$ cat config.mk
export PLATFORM = sky130hd
export DESIGN_NAME = svs_front
export DESIGN_NICKNAME = d
export VERILOG_FILES = /design/src/hw/rtl/svs_pkg.sv /design/src/hw/rtl/svs_front.sv
export SDC_FILE = /design/constraint.sdc
export NUM_CORES = 1
export LEC_CHECK = 0
export BUFFER_PORTS_ARGS = -buffer_cell sky130_fd_sc_hd__buf_2
export CAP_MARGIN = 10
export CORE_MARGIN = 2
export CORE_UTILIZATION = 33
export DETAILED_ROUTE_END_ITERATION = 10
export PLACE_DENSITY_LB_ADDON = 0.3
export SLEW_MARGIN = 15
export SYNTH_ARGS = -nofsm -noshare
export SYNTH_HDL_FRONTEND = slang
export SYNTH_SLANG_ARGS = --single-unit
$ cat constraint.sdc
create_clock -name vclk -period 7.75
set_input_delay 0.775 -clock vclk [all_inputs]
set_output_delay 0.775 -clock vclk [all_outputs]
set_load 0.02 [all_outputs]
$ cat src/hw/rtl/svs_pkg.sv
// Shared types, codes and helper functions of the spherical voxel store.
`timescale 1ns / 1ps

package svs_pkg;

   localparam int DefMaxRadius = 7;
   localparam int DefVoxelBits = 32;

   localparam int RadiusBits = 3;
   localparam int CoordBits  = 5;
   localparam int GridBits   = 4;
   localparam int PartBits   = 8;
   localparam int IndexBits  = 12;
   localparam int WordBits   = 32;
   localparam int CountBits  = 12;

   localparam logic [RadiusBits-1:0] ResetRadius = 3'd7;
   localparam logic [CountBits-1:0]  CountMax    = 12'd4095;

   localparam int QueueDepth = 2;
   localparam int QPtrBits   = (QueueDepth > 1) ? $clog2(QueueDepth) : 1;
   localparam int QCntBits   = $clog2(QueueDepth + 1);

   localparam logic [2:0] OP_READ_GRID    = 3'd0;
   localparam logic [2:0] OP_WRITE_GRID   = 3'd1;
   localparam logic [2:0] OP_READ_OFFSET  = 3'd2;
   localparam logic [2:0] OP_WRITE_OFFSET = 3'd3;
   localparam logic [2:0] OP_COUNT        = 3'd4;

   typedef logic signed [GridBits-1:0] offset_type;

   typedef enum logic [1:0] {
      KIND_READ,
      KIND_WRITE,
      KIND_COUNT,
      KIND_REFUSE
   } kind_type;

   typedef struct packed {
      kind_type              kind;
      logic [PartBits-1:0]   part;
      logic [GridBits-1:0]   gx;
      logic [WordBits-1:0]   wdata;
   } entry_type;

   function automatic logic [GridBits-1:0] side_of(logic [RadiusBits-1:0] r);
      return {r, 1'b1};
   endfunction

   function automatic logic [5:0] square3(logic [2:0] a);
      return {3'b000, a} * {3'b000, a};
   endfunction

   function automatic logic in_sphere(offset_type dx, offset_type dy, offset_type dz,
                                      logic [RadiusBits-1:0] r);
      logic [2:0] ax;
      logic [2:0] ay;
      logic [2:0] az;
      logic [7:0] sum;
      ax = dx[GridBits-1] ? 3'(-dx) : dx[2:0];
      ay = dy[GridBits-1] ? 3'(-dy) : dy[2:0];
      az = dz[GridBits-1] ? 3'(-dz) : dz[2:0];
      sum = {2'b00, square3(ax)} + {2'b00, square3(ay)} + {2'b00, square3(az)};
      return sum <= {2'b00, square3(r)};
   endfunction

endpackage

$ cat src/hw/rtl/svs_front.sv
// Front end: accepts request words and checks coordinates against cube and sphere.
`timescale 1ns / 1ps

module svs_front (
   input  logic                               req_valid,
   output logic                               req_ready,
   input  logic [2:0]                         req_opcode,
   input  logic signed [svs_pkg::CoordBits-1:0] req_coord_x,
   input  logic signed [svs_pkg::CoordBits-1:0] req_coord_y,
   input  logic signed [svs_pkg::CoordBits-1:0] req_coord_z,
   input  logic [svs_pkg::WordBits-1:0]       req_write_data,
   input  logic [svs_pkg::RadiusBits-1:0]     radius,
   input  logic                               back_busy,
   input  logic                               queue_full,
   output logic                               push,
   output svs_pkg::entry_type                 push_entry
);
   import svs_pkg::*;

   logic [GridBits-1:0]   side;
   logic signed [5:0]     gx6;
   logic signed [5:0]     gy6;
   logic signed [5:0]     gz6;
   logic [5:0]            bias;
   logic                  in_cube;
   logic                  in_ball;
   logic [GridBits-1:0]   gx;
   logic [GridBits-1:0]   gy;
   logic [GridBits-1:0]   gz;
   offset_type            dx;
   offset_type            dy;
   offset_type            dz;

   assign side = side_of(radius);
   assign bias = (req_opcode == OP_READ_OFFSET || req_opcode == OP_WRITE_OFFSET) ?
                 {3'b000, radius} : 6'd0;

   assign gx6 = $signed({req_coord_x[CoordBits-1], req_coord_x}) + $signed(bias);
   assign gy6 = $signed({req_coord_y[CoordBits-1], req_coord_y}) + $signed(bias);
   assign gz6 = $signed({req_coord_z[CoordBits-1], req_coord_z}) + $signed(bias);

   assign in_cube = !gx6[5] && (gx6[4:0] < {1'b0, side})
                 && !gy6[5] && (gy6[4:0] < {1'b0, side})
                 && !gz6[5] && (gz6[4:0] < {1'b0, side});

   assign gx = gx6[GridBits-1:0];
   assign gy = gy6[GridBits-1:0];
   assign gz = gz6[GridBits-1:0];

   assign dx = offset_type'(gx - {1'b0, radius});
   assign dy = offset_type'(gy - {1'b0, radius});
   assign dz = offset_type'(gz - {1'b0, radius});

   assign in_ball = in_cube && in_sphere(dx, dy, dz, radius);

   assign req_ready = !queue_full && !back_busy;
   assign push      = req_valid && req_ready;

   always_comb begin
      push_entry.part  = {4'b0000, gz} * {4'b0000, side} + {4'b0000, gy};
      push_entry.gx    = gx;
      push_entry.wdata = req_write_data;
      case (req_opcode)
         OP_READ_GRID, OP_READ_OFFSET: begin
            push_entry.kind = in_ball ? KIND_READ : KIND_REFUSE;
         end
         OP_WRITE_GRID, OP_WRITE_OFFSET: begin
            push_entry.kind = in_ball ? KIND_WRITE : KIND_REFUSE;
         end
         OP_COUNT: begin
            push_entry.kind = KIND_COUNT;
         end
         default: begin
            push_entry.kind = KIND_REFUSE;
         end
      endcase
   end

endmodule

==> results.sh <==
export IMPL_grt_max_degree=12
export IMPL_crit_path_start_kind="primary input"
export IMPL_pwr_density_cell_mw_per_mm2=344
export IMPL_min_period_ns=7.44
export IMPL_fin_crit_sh_pct=96.0
export IMPL_port_buffers=40
export IMPL_comb_power_share_pct=100.0
export IMPL_cp_end_kind="primary output"
export IMPL_required_ns=6.97
export IMPL_start_util_pct=33.8
export IMPL_antenna_left=0
export IMPL_slew_viol_final=0
export IMPL_wirelength_um=6050
export IMPL_die_height_um=95.2
export IMPL_yosysWarningCount=0
export IMPL_ys_types=48
export IMPL_top_level_ports=104
export IMPL_worstPathMaxFanout=7
export IMPL_clock_power_share_pct=0
export IMPL_viasPerCell=4.95
export IMPL_globalRouteOverflowTotal=0
export IMPL_max_slew_margin_pct=68.2
export IMPL_mostFrequentLayoutCells="69 x ha_1, 49 x inv_1, 40 x buf_2"
export IMPL_instances_no_fill=458
export IMPL_ys_seq_area_share_pct=0
export IMPL_dieArea_mm2=0.00907
export IMPL_drive_above_1_share_pct=19.3
export IMPL_outcome="completed"
export IMPL_grt_pass1_wl_um=10000
export IMPL_areaGrowthSynthToFinish_pct=8.38
export IMPL_syn_nets=476
export IMPL_vdd_drop_max_v=0.000198
export IMPL_die_w_um=95.2
export IMPL_power_switching_w=0.000569
export IMPL_postLayoutCellArea_mm2=0.00298
export IMPL_syn_area_mm2=0.00275
export IMPL_fmax_mhz=134
export IMPL_fin_util_pct=36.6
export IMPL_worstPathArrival_ns=6.67
export IMPL_dp_cells=458
export IMPL_dpl_cell_area_mm2=0.00292
export IMPL_setup_viol=0
export IMPL_seqPwrFrac_pct=0
export IMPL_max_cap_violations=0
export IMPL_coreArea_mm2=0.00813
export IMPL_min_from="req_write_data[11]"
export IMPL_syn_inst=334
export IMPL_ctsHoldBuffers=0
export IMPL_wl_per_cell_um=13.2
export IMPL_hpwl_um=5410
export IMPL_hold_path_class="primary input to primary output"
export IMPL_switching_share_pct=55.6
export IMPL_p_int_w=0.000455
export IMPL_track_usage_pct=13.5
export IMPL_drtIter0Drc=44
export IMPL_grt_pass1_vias=2222
export IMPL_min_to="push_entry[11]"
export IMPL_dr_pass1_iters=4
export IMPL_nClkBuffers=0
export IMPL_avgSynthCellArea_um2=8.23
export IMPL_hold_ws_ns=1.55
export IMPL_seq_cell_count=0
export IMPL_p_leak_nw=1.57
export IMPL_hold_violations=0
export IMPL_worst_pin_slew_ns=0.466
export IMPL_layout_commonest_cell="ha_1"
export IMPL_worstSetupPathType="primary input to primary output"
export IMPL_gp_congestion=0.842
export IMPL_antenna_found_initial=0
export IMPL_nets=497
export IMPL_min_path_cells=0
export IMPL_seq_area_um2=0
export IMPL_fp_row_count=33
export IMPL_antenna_cells=0
export IMPL_num_vias=2267
export IMPL_drc_errors=0
-- kinds of logic after synthesis --
kind of cell               Yosys count  synth area share [%]
adders and majority gates           86                  43.8
buffers and inverters               83                  16.0
and+or+nand+nor                     68                  14.0
AOI/OAI and AO/OA                   65                  15.6
xor gates and xnor gates            26                  8.29
muxes                                6                  2.28
-- through the flow --
stage | total power (W) | setup slack, ns | setup TNS (ns)
2_1_floorplan | 0.000788 | 0.287 | 0
3_3_place_gp | 0.000961 | 0.211 | 0
3_5_place_dp | 0.000992 | 0.0211 | 0
4_1_cts | 0.00100 | 0.147 | 0
5_1_grt | 0.00117 | -0.000467 | -0.000467
6_report | 0.00102 | 0.309 | 0
-- critical path, cell delays in order --
cell	delay [ns]
buf_2	0.15
nand3b_1	0.29
xnor2_1	0.19
ha_1	0.37
fa_1	0.53
inv_1	0.05
ha_1	0.20
nor3b_1	0.19
mux2i_1	0.11
xnor2_1	0.16
or2_2	0.32
fa_1	0.50
inv_1	0.04
ha_1	0.29
fa_1	0.49
ha_1	0.37
a31oi_2	0.17
xnor2_1	0.15
ha_1	0.27
o21a_1	0.11
o22ai_1	0.12
a21oi_1	0.07
nor4_2	0.24
nand4_1	0.16
a21o_1	0.20
buf_2	0.15
-- synth_stat cells (2+ instances only) --
cell type / count / area (um^2)
a2111oi_0: 2 / 17.5
a211o_1: 2 / 17.5
a21o_1: 4 / 30.0
a21oi_1: 18 / 90.1
a311oi_1: 2 / 17.5
a31oi_1: 6 / 37.5
and2_1: 3 / 18.8
and3b_1: 3 / 26.3
buf_4: 32 / 240
fa_1: 17 / 340
ha_1: 69 / 863
inv_1: 49 / 184
mux2_2: 2 / 22.5
mux2i_1: 4 / 40.0
nand2_1: 17 / 63.8
nand3b_1: 2 / 15.0
nand4_1: 2 / 12.5
nand4b_1: 2 / 17.5
nor2_1: 12 / 45.0
nor2b_1: 10 / 62.6
nor3b_1: 7 / 52.6
o211ai_1: 2 / 15.0
o211ai_2: 2 / 25.0
o21a_1: 2 / 15.0
o21ai_0: 13 / 65.1
o21bai_1: 2 / 15.0
or2_2: 2 / 12.5
or4_1: 2 / 15.0
xnor2_1: 19 / 166
xor2_1: 7 / 61.3
-- worst max-delay path by stage --
| stage | startpoint | to | slack, ns | depth (start not counted) |
|---|---|---|---|---|
| 6_report | req_opcode[2] | push_entry[44] | 0.31 | 26 |
| 3_3_place_gp | req_opcode[1] | push_entry[44] | 0.21 | 28 |
| 5_1_grt | req_opcode[1] | push_entry[44] | -0.0005 | 28 |
| 2_1_floorplan | radius[0] | push_entry[44] | 0.29 | 26 |
| 4_1_cts | radius[0] | push_entry[44] | 0.15 | 29 |
| 3_5_place_dp | req_opcode[1] | push_entry[44] | 0.02 | 28 |
-- layout make-up --
type,instances,area (um^2)
Fill cell,877,5160
Inverter,49,184
Tap cell,105,131
Multi-Input combinational cell,251,2360
Timing Repair Buffer,53,298
-- metal layers --
metal,track usage [%],up-vias,part of all wire (%)
met5,0,-,0
met4,0.725,0,0.40
met3,0.711,8,4.3
met2,23.4,52,47
met1,19.2,1052,49
li1,-,1155,-
-- power groups by stage --
stage | logic, W | registers [W] | clock network (W)
final | 0.00102 | 0 | 0
after global routing | 0.00117 | 0 | 0
after global placement | 0.000961 | 0 | 0
after detailed placement | 0.000992 | 0 | 0
after CTS | 0.00100 | 0 | 0
after floorplan | 0.000788 | 0 | 0
-- repair_timing --
| item | in CTS | in global routing |
|---|---|---|
| resized for setup | 1 | 10 |
| buffers inserted | 0 | 0 |
| cloned | 0 | 0 |
| setup endpoints to repair | 1 | 2 |
| pin swaps | 0 | 2 |
(Power assumes the default switching activity.)
