--- config.mk ---
export PLATFORM = sky130hd
export DESIGN_NAME = svs_queue
export DESIGN_NICKNAME = d
export VERILOG_FILES = /design/src/hw/rtl/svs_pkg.sv /design/src/hw/rtl/svs_queue.sv
export SDC_FILE = /design/constraint.sdc
export NUM_CORES = 1
export LEC_CHECK = 0
export ABC_CLOCK_PERIOD_IN_PS = 5010
export BUFFER_PORTS_ARGS = -buffer_cell sky130_fd_sc_hd__buf_2
export CAP_MARGIN = 20
export CORE_UTILIZATION = 45
export CTS_BUF_LIST = sky130_fd_sc_hd__clkbuf_16
export DETAILED_ROUTE_END_ITERATION = 7
export GPL_ROUTABILITY_DRIVEN = 1
export PLACE_DENSITY_LB_ADDON = 0.15
export SLEW_MARGIN = 5
export SYNTH_ARGS = -nofsm -noshare
export SYNTH_HDL_FRONTEND = slang
export SYNTH_SLANG_ARGS = --single-unit
--- constraint.sdc ---
create_clock -name clock -period 5.01 [get_ports clock]
set_clock_uncertainty 0.15 [all_clocks]
set_input_delay 0.501 -clock clock [delete_from_list [all_inputs] [get_ports clock]]
set_output_delay 0.501 -clock clock [all_outputs]
set_load 0.03 [all_outputs]
--- src/hw/rtl/svs_pkg.sv ---
// Shared types, codes and helper functions of the spherical voxel store.
`timescale 1ns / 1ps

package svs_pkg;

   localparam int DefMaxRadius = 7;
   localparam int DefVoxelBits = 32;

   localparam int RadiusBits = 3;
   localparam int CoordBits  = 5;
   localparam int GridBits   = 4;
   localparam int PartBits   = 8;
   localparam int IndexBits  = 12;
   localparam int WordBits   = 32;
   localparam int CountBits  = 12;

   localparam logic [RadiusBits-1:0] ResetRadius = 3'd7;
   localparam logic [CountBits-1:0]  CountMax    = 12'd4095;

   localparam int QueueDepth = 2;
   localparam int QPtrBits   = (QueueDepth > 1) ? $clog2(QueueDepth) : 1;
   localparam int QCntBits   = $clog2(QueueDepth + 1);

   localparam logic [2:0] OP_READ_GRID    = 3'd0;
   localparam logic [2:0] OP_WRITE_GRID   = 3'd1;
   localparam logic [2:0] OP_READ_OFFSET  = 3'd2;
   localparam logic [2:0] OP_WRITE_OFFSET = 3'd3;
   localparam logic [2:0] OP_COUNT        = 3'd4;

   typedef logic signed [GridBits-1:0] offset_type;

   typedef enum logic [1:0] {
      KIND_READ,
      KIND_WRITE,
      KIND_COUNT,
      KIND_REFUSE
   } kind_type;

   typedef struct packed {
      kind_type              kind;
      logic [PartBits-1:0]   part;
      logic [GridBits-1:0]   gx;
      logic [WordBits-1:0]   wdata;
   } entry_type;

   function automatic logic [GridBits-1:0] side_of(logic [RadiusBits-1:0] r);
      return {r, 1'b1};
   endfunction

   function automatic logic [5:0] square3(logic [2:0] a);
      return {3'b000, a} * {3'b000, a};
   endfunction

   function automatic logic in_sphere(offset_type dx, offset_type dy, offset_type dz,
                                      logic [RadiusBits-1:0] r);
      logic [2:0] ax;
      logic [2:0] ay;
      logic [2:0] az;
      logic [7:0] sum;
      ax = dx[GridBits-1] ? 3'(-dx) : dx[2:0];
      ay = dy[GridBits-1] ? 3'(-dy) : dy[2:0];
      az = dz[GridBits-1] ? 3'(-dz) : dz[2:0];
      sum = {2'b00, square3(ax)} + {2'b00, square3(ay)} + {2'b00, square3(az)};
      return sum <= {2'b00, square3(r)};
   endfunction

endpackage

--- src/hw/rtl/svs_queue.sv ---
// Short queue of classified operations between front and back.
`timescale 1ns / 1ps

module svs_queue (
   input  logic                clock,
   input  logic                reset,
   input  logic                push,
   input  svs_pkg::entry_type  push_entry,
   output logic                full,
   output logic                head_valid,
   output svs_pkg::entry_type  head,
   input  logic                pop
);
   import svs_pkg::*;

   entry_type              slot_ff [QueueDepth];
   logic [QPtrBits-1:0]    wr_ptr_ff;
   logic [QPtrBits-1:0]    wr_ptr_in;
   logic [QPtrBits-1:0]    rd_ptr_ff;
   logic [QPtrBits-1:0]    rd_ptr_in;
   logic [QCntBits-1:0]    count_ff;
   logic [QCntBits-1:0]    count_in;

   assign full       = (count_ff == QCntBits'(QueueDepth));
   assign head_valid = (count_ff != '0);
   assign head       = slot_ff[rd_ptr_ff];

   always_comb begin
      wr_ptr_in = wr_ptr_ff;
      rd_ptr_in = rd_ptr_ff;
      count_in  = count_ff;
      if (push) begin
         wr_ptr_in = (wr_ptr_ff == QPtrBits'(QueueDepth - 1)) ? '0 : wr_ptr_ff + 1'b1;
      end
      if (pop) begin
         rd_ptr_in = (rd_ptr_ff == QPtrBits'(QueueDepth - 1)) ? '0 : rd_ptr_ff + 1'b1;
      end
      if (push && !pop) begin
         count_in = count_ff + 1'b1;
      end else if (pop && !push) begin
         count_in = count_ff - 1'b1;
      end
   end

   always_ff @(posedge clock) begin
      if (reset) begin
         wr_ptr_ff <= '0;
         rd_ptr_ff <= '0;
         count_ff  <= '0;
      end else begin
         wr_ptr_ff <= wr_ptr_in;
         rd_ptr_ff <= rd_ptr_in;
         count_ff  <= count_in;
      end
   end

   always_ff @(posedge clock) begin
      if (push) begin
         slot_ff[wr_ptr_ff] <= push_entry;
      end
   end

endmodule

==> results of run 1 <==
-- where the power goes --
group | switching [mW] | total (mW) | internal (mW)
clock network | 0.289 | 0.782 | 0.493
registers | 0.0190 | 0.963 | 0.944
logic | 0.161 | 0.257 | 0.0956
-- logic make-up after synthesis --
kind of cell / Yosys count / synth area share (%)
XOR/XNOR: 4 / 0.9889
AO/OA/AOI/OAI: 2 / 0.2822
buffers and inverters: 6 / 1.589
adder cells (fa/ha/maj): 1 / 0.3531
AND/OR/NAND/NOR: 9 / 1.377
flip-flops: 97 / 80.79
multiplexers: 46 / 14.62
-- flip-flops by register name, indices dropped and copies added, names as in the netlist, named ones only --
signal     cells
slot_ff       92
count_ff       2
rd_ptr_ff      1
wr_ptr_ff      1
-- through the flow --
step	instances	worst slack [ns]	power, mW	cell area [um^2]
final	375	2.555	2.002	4494
after global routing	375	2.450	2.066	4494
after CTS	375	2.492	2.021	4494
after detailed placement	359	2.846	1.241	4145
after global placement	358	2.603	1.236	4125
after floorplan	165	1.858	1.161	3543
-- worst max-delay path: stages (launching register included) --
cell and delay [ns]:
dfxtp_2 0.67, buf_12 0.26, mux2_2 0.36, buf_2 0.18
-- metal layers --
layer	global-route usage [%]	vias up	routed length (um)
li1	-	851	-
met1	16.95	878	2358
met2	22.73	60	2846
met3	3.620	8	337
met4	7.258	0	77
met5	0	-	0
-- cell usage in the layout (no fill, tap or decap), types with 2 or more instances in the layout --
master     synthesis  routed
buf_2              0      97
buf_4              1       2
bufinv_16          0       3
clkbuf_16          0       9
dfxtp_1            5       4
edfxtp_1          92      92
inv_6              0       3
mux2_2            46      46
nor2_1             4       4
xnor2_1            2       2
xor2_1             2       2
-- final cells by class --
class / instances / area (um^2)
repair buffers: 100 / 520.5
inverters: 1 / 3.754
fillers: 590 / 2953
multi-input cells: 62 / 633.1
clock buffers: 9 / 225.2
flip-flops and latches: 97 / 2864
well taps: 99 / 123.9
clock inverters: 7 / 123.9
-- how the worst max path moves through the flow --
stage,depth (start not counted),endpoint,from
6_report,3,head[27],flip-flop
5_1_grt,3,head[33],flip-flop
4_1_cts,3,head[33],flip-flop
3_5_place_dp,3,slot_ff[0][21]$_DFFE_PP_,push
3_3_place_gp,2,head[33],flip-flop
2_1_floorplan,1,slot_ff[0][0]$_DFFE_PP_,push
==> flow_metrics.tcl, run 1 <==
set metrics [dict create \
    run_status "complete, no violations" \
    yosysTopAreaCellShare_pct 77.97 \
    critPathLaunchType "flip-flop" \
    die_w_um 90.74 \
    whs_endpoint "slot_ff[0][27]$_DFFE_PP_" \
    grt_pass1_wl_um 8473 \
    clk_pin_slew_ns 0.07 \
    wl_um 5620 \
    antenna_found_initial 0 \
    synth_edf_count 92 \
    postCtsHoldBufs 0 \
    clockBufferDepth 2 \
    cts_max_level 3 \
    async_flop_share_pct 0 \
    numCtsBuffers 9 \
    grt_pass1_vias 1766 \
    timing.slew.headroom_pct 64.37 \
    power_density_nw_per_um2 445.3 \
    fin_crit_ns 2.455 \
    avgSynthCellArea_um2 21.48 \
    postLayoutCoreUtil_pct 60.35 \
    synth_area_leaders "edfxtp_1, mux2_2, dfxtp_1" \
    drt-initial-drc-count 65 \
    clk_latency_ns 0.32 \
    yosysSeqAreaShare_pct 80.79 \
    cts.sinks 97 \
    layout.nets 322 \
    coreArea_um2 7447 \
    yosys_most_used_dff "edfxtp_1" \
    synth_warnings 0 \
    cts_tree "built" \
    cap_violations 0 \
    holdPathStages 1 \
    vias_per_cell 4.792 \
    ir_drop_mv 0.2009 \
    start_util_pct 47.58 \
    max_freq_ghz 0.4073 \
    drive_gt1_share_pct 60.51 \
    r2r_setup_slack_ns 3.18 \
    track_usage_pct 13.90 \
    tightest_slew_ns 0.5345 \
    tns_ns 0 \
    syn_nets 216 \
    cts_resized 0 \
    worstPathMaxFanout 26 \
    r2r-start "wr_ptr_ff$_SDFFE_PP0P_" \
    path_class "flip-flop to output port" \
    synth_most_common_cell "edfxtp_1" \
    setup_viol_count_final 0 \
    antenna_cells 0 \
    rsz0062_at_grt "no" \
    synth_largest_area_cell "edfxtp_1" \
    num_rows 31 \
    io_pins 98 \
    post_cts_buffers 0 \
    area_growth_pct 26.84 \
    timing.final.crit_share_pct 49.01 \
    reg2reg_depth 2 \
    synth_area_um2 3543 \
    grt_overflow_total 0 \
    port_buffers 97 \
    ys_types 17 \
    holdWs_ns 0.2028 \
    cp.arrival_ns 1.80 \
    ant_nets 0 \
    slew_viol_final 0 \
    end_kind "output port" \
    required_ns 4.36 \
    drc 0 \
    gp_congestion 0.7033 \
    dpl.hpwl_um 3655 \
    grt_max_degree 30 \
    synth_cells 165 \
    die-area_um2 8233 \
    p_leak_nw 1.708 \
    ys_top_cells_by_count "edfxtp_1, mux2_2, dfxtp_1" \
    routedWlPerCell_um 14.99 \
    clock-root-buffer "clkbuf_16" \
    min_path_type "primary input to flip-flop" \
    min_from "push_entry[27]" \
    finalHoldViolations 0 \
    ys_ff_latch 97 \
    r2r_end "slot_ff[1][13]$_DFFE_PP_" \
    fp.dieH_um 90.74 \
    vias 1797 \
    drt_first_pass_iters 4 \
]
Power figures use the tool's default switching activity.
==> run 2: changes to the inputs <==
- ABC_AREA: default -> 1
- ABC_CLOCK_PERIOD_IN_PS: 5010 -> 2360
- clock period: 5.01 -> 2.36 ns (I/O delays scaled with it)
==> run 2 against run 1 <==
Largest power group unchanged. Worst hold slack got worse by 0.16 ns. Die area rose by 5.7%. Non-clock buffer count rose by 50. Highest routed layer unchanged.
==> flow_metrics.tcl, run 2 <==
set metrics [dict create \
    coreArea_um2 7888 \
    ys_types 16 \
    largest_registers "slot_ff: 92 flops, count_ff: 2 flops" \
    synth_most_common_cell "edfxtp_1" \
    rsz0062_at_grt "no" \
    ys_top_cells_by_count "edfxtp_1, mux2_4, inv_1" \
    grt_pass1_vias 2071 \
    required_ns 1.97 \
    postLayoutCoreUtil_pct 64.42 \
    cts.sinks 97 \
    drt_first_pass_iters 4 \
    clockBufferDepth 2 \
    cap_violations 0 \
    mostFrequentLayoutCells "buf_2, edfxtp_1, dlygate4sd3_1" \
    grt_overflow_total 0 \
    dpl.hpwl_um 3825 \
    tns_ns 0 \
    synth_cells 176 \
    port_buffers 97 \
    cpPeakStageDelay_ns 0.38 \
    yosysTopAreaCellShare_pct 73.70 \
    routedWlPerCell_um 14.13 \
    path_buf_inv 2 \
    setup_viol_count_final 0 \
    cp.arrival_ns 1.61 \
    antenna_found_initial 0 \
    grt_max_degree 27 \
    fin_crit_ns 1.996 \
    worstPathMaxFanout 24 \
    synth_warnings 0 \
    cts_tree "built" \
    tightest_slew_ns 0.4356 \
    min_path_type "primary input to flip-flop" \
    syn_nets 227 \
    grt_pass1_wl_um 9632 \
    fp.dieH_um 93.27 \
    track_usage_pct 15.14 \
    path_delay_family "buffers and inverters" \
    start_util_pct 47.53 \
    finalHoldViolations 0 \
    avgSynthCellArea_um2 21.30 \
    critPathLaunchType "flip-flop" \
    slowest_stage "mux2_2" \
    wl_um 6203 \
    end_kind "output port" \
    max_freq_ghz 0.5010 \
    vias_per_cell 4.677 \
    largest-register "slot_ff" \
    drive_gt1_share_pct 48.96 \
    cts_resized 0 \
    numCtsBuffers 9 \
    clk_latency_ns 0.33 \
    power_density_nw_per_um2 790.9 \
    layout.nets 383 \
    timing.slew.headroom_pct 70.96 \
    async_flop_share_pct 0 \
    antenna_cells 0 \
    crit_chain "buf_4 -> mux2_2 -> buf_2" \
    ys_ff_latch 97 \
    drc 0 \
    die-area_um2 8699 \
    synth_edf_count 92 \
    ir_drop_mv 0.4331 \
    ant_nets 0 \
    clk_pin_slew_ns 0.06 \
    io_pins 98 \
    area_growth_pct 35.55 \
    p_leak_nw 2.061 \
    drt-initial-drc-count 87 \
    slew_viol_final 0 \
    synth_area_um2 3749 \
    die_w_um 93.27 \
    cts_max_level 3 \
    gp_congestion 0.6530 \
    path_class "flip-flop to output port" \
    largest_reg_flops 92 \
    vias 2053 \
    num_rows 32 \
    yosys_most_used_dff "edfxtp_1" \
    synth_largest_area_cell "edfxtp_1" \
    synth_area_leaders "edfxtp_1, mux2_4, dfxtp_1" \
    timing.final.crit_share_pct 84.57 \
    clock-root-buffer "clkbuf_16" \
    run_status "complete, no violations" \
    yosysSeqAreaShare_pct 76.37 \
    layout.cells.most_common "buf_2" \
]
## run 2: path summary, 6_finish.rpt
path / slack, ns / startpoint / depth (start not counted) / endpoint
worst min-delay path: 0.04 / pop / 3 / rd_ptr_ff$_SDFFE_PP0P_
worst max-delay path: 0.36 / flip-flop / 3 / head[32]
worst max register to register: 1.02 / wr_ptr_ff$_SDFFE_PP0P_ / 3 / slot_ff[1][42]$_DFFE_PP_
worst min register to register: 0.36 / rd_ptr_ff$_SDFFE_PP0P_ / 2 / rd_ptr_ff$_SDFFE_PP0P_
## run 2: cell type report
type | instances | area [um^2]
Sequential cell | 97 | 2864
Tap cell | 102 | 127.6
Clock buffer | 9 | 225.2
Timing Repair Buffer | 150 | 1001
Inverter | 9 | 33.78
Fill cell | 585 | 2806
Multi-Input combinational cell | 65 | 768.2
Clock inverter | 7 | 61.31
## run 2: kinds of logic (layout without fill, tap and decap cells)
logic type,Yosys count,in the layout,synth area share [%]
AOI/OAI and AO/OA,2,2,0.2668
xor gates and xnor gates,1,1,0.2337
adders and majority gates,1,1,0.3337
buffers and inverters,14,175,3.338
DFF,97,97,76.37
muxes,46,46,17.82
and+or+nand+nor,15,15,1.635
## run 2: report_power, final
part           switching (mW)  internal, mW  leakage (nW)  total (mW)
clock                   0.559         0.807         0.134        1.37
sequential             0.0241          1.99         0.905        2.01
combinational           0.358         0.282          1.02       0.640
## run 2: stage by stage
stage	setup slack, ns	power, mW	std cells	hold slack, ns	cell area [um^2]
after global routing	0.2896	4.165	439	0.07926	5081
after CTS	0.3410	4.058	439	0.03153	5081
final	0.3642	4.019	439	0.04158	5081
after floorplan	0.2630	2.492	176	0.1584	3751
after global placement	0.7144	2.626	376	0.2738	4324
after detailed placement	0.7080	2.634	376	0.2774	4324
## run 2: repair_timing
action,CTS,global route
hold buffers,47,0
endpoints found under the hold margin,95,0
buffers inserted,0,0
## run 2: metal layers
metal / vias up / wire [um] / track usage [%]
li1: 986 / - / -
met1: 993 / 2647 / 17.80
met2: 62 / 3124 / 26.16
met3: 12 / 314 / 3.740
met4: 0 / 116 / 6.923
met5: - / 0 / 0
## run 2: worst min-delay path, cell delays in order
cell	delay, ns
buf_2	0.10
xnor2_1	0.07
nor2_1	0.07
